<file path="config.mk">
export PLATFORM = sky130hd
export DESIGN_NAME = psl_cell
export DESIGN_NICKNAME = d
export VERILOG_FILES = /design/src/rtl/core/assert_macros.svh /design/src/rtl/core/psl_pkg.sv /design/src/rtl/core/psl_cell.sv
export SDC_FILE = /design/constraint.sdc
export NUM_CORES = 1
export LEC_CHECK = 0
export BUFFER_PORTS_ARGS = -buffer_cell sky130_fd_sc_hd__buf_2
export CAP_MARGIN = 10
export CORE_ASPECT_RATIO = 1.25
export CORE_MARGIN = 4
export CORE_UTILIZATION = 45
export CTS_BUF_LIST = sky130_fd_sc_hd__clkbuf_2
export DETAILED_ROUTE_END_ITERATION = 6
export GPL_TIMING_DRIVEN = 0
export PLACE_DENSITY_LB_ADDON = 0.2
export SYNTH_ARGS = -nofsm -noshare
export SYNTH_HDL_FRONTEND = slang
export SYNTH_SLANG_ARGS = --single-unit
</file>
<file path="constraint.sdc">
create_clock -name clk -period 3.5 [get_ports clk]
set_input_delay 0 -clock clk [delete_from_list [all_inputs] [get_ports clk]]
set_output_delay 0 -clock clk [all_outputs]
set_load 0.05 [all_outputs]
</file>
<file path="src/rtl/core/assert_macros.svh">
// Assertion macros shared by the RTL.
`ifndef ASSERT_MACROS_SVH
`define ASSERT_MACROS_SVH

// Concurrent assertion on an explicit clock and active-low reset.
`define ASSERT_CLK(label, clk_sig, rst_n_sig, prop, msg) \
	label: assert property (@(posedge clk_sig) disable iff (!rst_n_sig) prop) else $error(msg);

// Concurrent assertion on clk / arst_n.
`define ASSERT_DEFAULT(label, prop, msg) \
	`ASSERT_CLK(label, clk, arst_n, prop, msg)

`endif

</file>
<file path="src/rtl/core/psl_pkg.sv">
// Types and constants for the per-source connection limiter.
`timescale 1ns / 1ps

package psl_pkg;

	localparam int unsigned KEY_W   = 32;
	localparam int unsigned COUNT_W = 16;

	localparam logic [COUNT_W-1:0] MAX_RESET = 16'd10;

	typedef enum logic {
		KIND_CONNECT = 1'b0,
		KIND_CLOSE   = 1'b1
	} kind_t;

	typedef enum logic [2:0] {
		ST_GRANT_HIT  = 3'd0,
		ST_GRANT_NEW  = 3'd1,
		ST_DENY_LIMIT = 3'd2,
		ST_DENY_FULL  = 3'd3,
		ST_RELEASED   = 3'd4,
		ST_UNMATCHED  = 3'd5
	} status_t;

	// Request token moving down the cell chain.
	typedef struct packed {
		logic               valid;
		kind_t              kind;
		logic [KEY_W-1:0]   addr;
		logic               done;
		logic               allowed;
		status_t            status;
		logic [COUNT_W-1:0] count;
	} token_t;

endpackage

</file>
<file path="src/rtl/core/psl_cell.sv">
// One table entry: key, counter and valid bit, with its stage of the request chain.
`timescale 1ns / 1ps

module psl_cell (
	input  logic                        clk,
	input  logic                        arst_n,
	input  logic                        en,
	input  logic [psl_pkg::COUNT_W-1:0] max_per_source,
	input  psl_pkg::token_t             tok_i,
	output psl_pkg::token_t             tok_s1
);

	logic                        valid_q;
	logic [psl_pkg::KEY_W-1:0]   key_q;
	logic [psl_pkg::COUNT_W-1:0] count_q;

	psl_pkg::token_t             tok_nxt;
	logic                        hit;
	logic                        wr_key;
	logic                        wr_count;
	logic [psl_pkg::COUNT_W-1:0] count_nxt;

	assign hit = valid_q && (key_q == tok_i.addr);

	always_comb begin
		tok_nxt   = tok_i;
		wr_key    = 1'b0;
		wr_count  = 1'b0;
		count_nxt = count_q;
		if (tok_i.valid && !tok_i.done) begin
			if (tok_i.kind == psl_pkg::KIND_CONNECT) begin
				if (hit) begin
					tok_nxt.done = 1'b1;
					if (count_q >= max_per_source) begin
						tok_nxt.allowed = 1'b0;
						tok_nxt.status  = psl_pkg::ST_DENY_LIMIT;
						tok_nxt.count   = count_q;
					end else begin
						count_nxt       = count_q + 16'd1;
						wr_count        = 1'b1;
						tok_nxt.allowed = 1'b1;
						tok_nxt.status  = psl_pkg::ST_GRANT_HIT;
						tok_nxt.count   = count_nxt;
					end
				end else if (!valid_q) begin
					// first free cell: append
					wr_key          = 1'b1;
					wr_count        = 1'b1;
					count_nxt       = 16'd1;
					tok_nxt.done    = 1'b1;
					tok_nxt.allowed = 1'b1;
					tok_nxt.status  = psl_pkg::ST_GRANT_NEW;
					tok_nxt.count   = 16'd1;
				end
			end else begin
				if (hit) begin
					tok_nxt.done    = 1'b1;
					tok_nxt.allowed = 1'b0;
					if (count_q != '0) begin
						count_nxt      = count_q - 16'd1;
						wr_count       = 1'b1;
						tok_nxt.status = psl_pkg::ST_RELEASED;
						tok_nxt.count  = count_nxt;
					end else begin
						tok_nxt.status = psl_pkg::ST_UNMATCHED;
						tok_nxt.count  = '0;
					end
				end
			end
		end
	end

	always_ff @(posedge clk or negedge arst_n) begin
		if (!arst_n) begin
			valid_q <= 1'b0;
			tok_s1  <= '0;
		end else if (en) begin
			tok_s1 <= tok_nxt;
			if (wr_key) begin
				valid_q <= 1'b1;
			end
		end
	end

	always_ff @(posedge clk) begin
		if (en && wr_key) begin
			key_q <= tok_i.addr;
		end
		if (en && wr_count) begin
			count_q <= count_nxt;
		end
	end

endmodule

</file>
## After elaboration in Yosys (flattened, before gate mapping)

Cells that the tools add are included.

| operators by class | value |
|---|---|
| add/subtract/negate cells | 2 |
| $lt $le $gt $ge | 1 |
| equal/unequal tests | 5 |
| multiplexer cells | 23 |
| reduce and logical (&&, ||, !) cells | 8 |

Operators with widths:

| cell | number |
|---|---|
| 2-to-1 mux 21 bit | 5 |
| 2-to-1 mux 16 bit | 6 |
| equality test 32 bit | 1 |
| 2-to-1 mux 20 bit | 1 |
| 2-to-1 mux 17 bit | 1 |
| adder 16 x 1 -> 16 bit, second input constant | 1 |
| greater-or-equal comparator 16 bit | 1 |
| nonzero test 16 bit | 1 |
| subtractor 16 x 1 -> 16 bit, second input constant | 1 |
| 2-to-1 mux 1 bit | 10 |
| inequality test 2 x 1 -> 1 bit, second input constant | 3 |
| AND reduction 6 bit | 1 |
| logical AND 1 bit | 4 |
| inequality test 3 bit, second input constant | 1 |
| AND reduction 2 bit | 1 |
| logical NOT 1 bit | 1 |

| storage, ports and cells | value |
|---|---|
| register bits | 104 |
| bits of input ports | 74 |
| output and inout bits | 55 |
| word-level logic and storage cells | 49 |

## Depth between registers and ports, before layout

| depth | value |
|---|---|
| word-level depth | 7 |
| mapped depth | 11 |
| mapped depth without buffers | 9 |

## Worst setup path before layout

Ideal clock, no wire load.

| timing path | value |
|---|---|
| path kind | flip-flop to flip-flop |
| start point | reg valid_q |
| end point | reg tok_s1[13] in the netlist's numbering |
| arrival time | 3345 ps |
| slack | 22 ps |
| cell stages (with the launch flop) | 6 |
| clock period less this slack | 3478 ps |
| cell sequence | dfrtp_1 > clkbuf_1 > nor3_1 > a21oi_1 > a41oi_1 > o41ai_1 |

| between the ends | value |
|---|---|
| word-level cells in the longest chain between the ends | 4 |

Ends and longest elaborated chain:

| item | line | source |
|---|---|---|
| start, declared | psl_cell.sv:13 | `logic valid_q;` |
| start signal, assigned | psl_cell.sv:75 | `valid_q <= 1'b0;` |
| start signal, assigned | psl_cell.sv:80 | `valid_q <= 1'b1;` |
| 2-to-1 mux 21 bit / logical AND 1 bit (equally long branches) | psl_cell.sv:45, psl_cell.sv:23 |  |
| 2-to-1 mux 21 bit (on tied branches) | psl_cell.sv:32, psl_cell.sv:56 |  |
| 2-to-1 mux 21 bit (*) | psl_cell.sv:31 | `if (tok_i.kind == psl_pkg::KIND_CONNECT) begin` |
| 2-to-1 mux 21 bit (*) | psl_cell.sv:30 | `if (tok_i.valid && !tok_i.done) begin` |
| end signal, assigned | psl_cell.sv:78 | `tok_s1 <= tok_nxt;` |
| end, declared | psl_cell.sv:10 | `output psl_pkg::token_t tok_s1` |

Every way passes the cells marked *; elsewhere a longest branch is shown, timed or not.
A chain may end at the register's enable or synchronous reset.

## Worst setup path after layout

| timing path | value |
|---|---|
| start point | reg key_q[8] in the netlist's numbering |
| end point | reg tok_s1[19] in the netlist's numbering |

| between the ends | value |
|---|---|
| word-level cells in the longest chain between the ends | 5 |

Ends and longest elaborated chain:

| item | line | source |
|---|---|---|
| start, declared | psl_cell.sv:14 | `logic [psl_pkg::KEY_W-1:0] key_q;` |
| start signal, assigned | psl_cell.sv:87 | `key_q <= tok_i.addr;` |
| equality test 32 bit (*) | psl_cell.sv:23 | `assign hit = valid_q && (key_q == tok_i.addr);` |
| logical AND 1 bit (*) | psl_cell.sv:23 |  |
| 2-to-1 mux 21 bit (on tied branches) | psl_cell.sv:32, psl_cell.sv:56 |  |
| 2-to-1 mux 21 bit (*) | psl_cell.sv:31 |  |
| 2-to-1 mux 21 bit (*) | psl_cell.sv:30 |  |

Marks and branches as above.

==> results.yml <==
status:
  status: "completed"
placement:
  place.gp.congestion: 0.9359
  placed_cell_area_mm2: 0.006728
  port_buffers: 128
  hpwl_um: 12270
critical_path:
  cp.arrival_ps: 3780
  worstSetupStartpoint: "key_q[8]$_DFFE_PP_"
  reg2reg_depth: 10
  cpPeakStageDelay_ps: 590
  crit_chain: "xor2_1 -> nor4_1 -> nand4_1 -> nor2_2 -> buf_2 -> nand2_1 -> nand2_1 -> dlygate4sd3_1 -> a41oi_1 -> dlygate4sd3_1"
  reg2reg_from: "key_q[8]$_DFFE_PP_"
  path_max_fanout: 10
  slowest_stage: "dlygate4sd3_1"
  endpoint_kind: "register"
  start_kind: "register"
  required_ps: 4030
  crit_type: "reg -> reg"
sta:
  period_needed_ps: 3251
  tightest_slew_ps: 675.0
  slew_headroom_pct: 54.79
  final_max_slew_viol_count: 0
  final_hold_viol_count: 0
  min_period_over_period_pct: 92.88
  finalSetupViolCount: 0
  fmax_mhz: 307.6
  rsz0062_at_grt: "no"
  finClkSkew_ps: 52.19
final_layout:
  fin_util_pct: 59.42
  nNetsFinal: 840
  stdcell_area_mm2: 0.007523
  fillers: 1082
  drive_above_1_share_pct: 27.39
  area_growth_pct: 29.73
  multi_input_area_mm2: 0.002715
  regArea_mm2: 0.002843
  antennaDiodeCount: 0
power_and_ir_drop:
  ir_drop_v: 0.0001687
  p_leak_nw: 3.064
  p_per_area_mw_per_mm2: 361.1
cts:
  clock_latency_ps: 610
  root_buffer: "clkbuf_2"
  cts_buffers: 9
  cts.sinks: 104
  clk_transition_reported_paths_ps: 310
  cts_htree_levels: 3
  clockBufferDepth: 2
  tritoncts: "yes"
floorplanning:
  ios: 129
  die_area_mm2: 0.01478
  die-height_um: 134.9
  design.core.area_mm2: 0.01266
  die_x_um: 109.5
  row_count: 46
  initial_utilization_pct: 45.80
grt:
  grt_use_total_pct: 22.74
  antenna_found_initial: 0
  grt_max_degree: 31
  grt_overflow: 0
  grt_pass1_wl_um: 26020
  grt_pass1_vias: 5123
routing:
  drtIter0Drc: 405
  remaining_drc_errors: 0
  postRouteAntennaNets: 0
  drt-vias-per-instance: 5.520
  drt_pass1_iterations: 6
  vias: 5078
  wl_um: 16660
  avgRoutedWirePerCell_um: 18.11
yosys:
  synth_ff_type: "dfrtp_1"
  synth-simple-area-share_pct: 14.50
  ys_ff_latch: 104
  yosysTopAreaCell: "edfxtp_1"
  yosysUniqueCellTypes: 56
  syn_avg_cell_area_um2: 10.80
  synth.area.top_cells: "edfxtp_1 (25%), dfrtp_1 (24%), mux2_2 (6.6%)"
  postSynthCellCount: 537
  synth-compound-area-share_pct: 10.66
  synth_top_family_by_area: "simple AND/OR/NAND/NOR gates"
  syn_area_mm2: 0.005799
  synth_nets: 630
  ys_seq_area_share_pct: 49.02
  yosys_warnings: 0
  synth_adder_area_share_pct: 4.099
  synth_edf_count: 48
  synth_top_cell_area_share_pct: 24.85
  synthXorXnorAreaFrac_pct: 10.42
  synth_mux_area_share_pct: 6.947
  async_reset_ff_share_pct: 53.85
hold_path:
  hold_path_class: "in -> reg"
  holdPathStages: 2
  worstHoldStart: "tok_i[33]"
job:
  maxCapViolCount: 0
## sequential cells by signal (all words and copies together) (netlist names)
signal   cells
valid_q      1
key_q       32
tok_s1      55
count_q     16
## cells in the final DEF, fill, tap and decap left out, drive strengths merged, types with 6 or more instances in the layout
master and instances:
buf 149, ha 19, nand3 13, nor4 13
clkbuf 32, edfxtp 48, o22ai 10, nor2 44
dlygate4sd3 64, a22oi 6, xnor2 28, a221oi 6
mux2 34, dfrtp 56, a31oi 10, xor2 41
o21ai 12, nand4 17, and3 7, nor3 13
inv 25, a21oi 13, nand2 34
## cells by family (layout without fill, tap and decap cells)
family          count (synthesis)  after routing
compound gates                 90             90
xor+xnor                       69             69
fa+ha+maj                      19             19
buf+inv                        59            274
flops                         104            104
mux                            36             36
simple gates                  160            160
## routing by layer
layer / wire [µm] / part of all wire, % / vias up / track usage (%)
met1: 6860 / 41 / 2430 / 28.28
met3: 995 / 6.0 / 38 / 3.587
met2: 8321 / 50 / 233 / 39.95
met5: 0 / 0 / - / 0
met4: 482 / 2.9 / 0 / 7.415
li1: - / - / 2377 / -
## what timing repair did
action                                  CTS  global route
hold buffers                             65             0
setup buffers                             0             1
gates resized for setup                   0             1
endpoints found under the setup margin    0             2
endpoints found under the hold margin   146             0
## worst max-delay path: cells and delay by family, from the launching register on
family | cells | cell delay (ps)
buf+inv | 3 | 1370
simple gates | 5 | 1100
flops | 1 | 470
xor+xnor | 1 | 170
compound gates | 1 | 90
## worst paths after layout
check,slack [ps],endpoint
worst min-delay path,120,key_q[12]$_DFFE_PP_
max in group asynchronous,2840,tok_s1[40]$_DFFE_PN0P_
worst max-delay path,250,tok_s1[19]$_DFFE_PN0P_
worst max register to register,250,tok_s1[19]$_DFFE_PN0P_
worst min register to register,520,tok_s1[20]$_DFFE_PN0P_
min in group asynchronous,440,tok_s1[22]$_DFFE_PN0P_
## per-stage QoR
stage / TNS (ps) / instances / setup slack (ps) / hold slack, ps / total power (W)
global placement: -42950 / 833 / -1233 / 214.1 / 0.002040
floorplan: 0 / 537 / 22.33 / -295.6 / 0.001842
finish: 0 / 920 / 249.3 / 122.2 / 0.002717
CTS: 0 / 919 / 94.10 / 67.05 / 0.002726
global route: 0 / 920 / 25.78 / 42.15 / 0.002839
detailed placement: 0 / 838 / 481.8 / 75.75 / 0.002059
## synthesized netlist by cell type, drive strengths merged, types with 12 or more instances
cell    count
nand2      34
o21ai      12
edfxtp     48
nor2       44
ha         19
nor3       13
mux2       34
xnor2      28
dfrtp      56
inv        22
nand4      17
clkbuf     22
buf        14
xor2       41
nor4       13
nand3      13
a21oi      13
## power breakdown
part           switching, W  internal, W
combinational      0.000454     0.000238
clock              0.000437     0.000181
sequential        0.0000505      0.00136
## cell type report
class | instances | area share [%]
timing repair buffer | 199 | 18.31
tap | 168 | 2.794
inverter | 23 | 1.148
clock buffer | 10 | 0.6652
sequential | 104 | 37.78
clock inverter | 6 | 0.9978
buffer | 36 | 2.212
multi-input combinational | 374 | 36.09
Note: power is estimated with default switching activity, not from simulation.
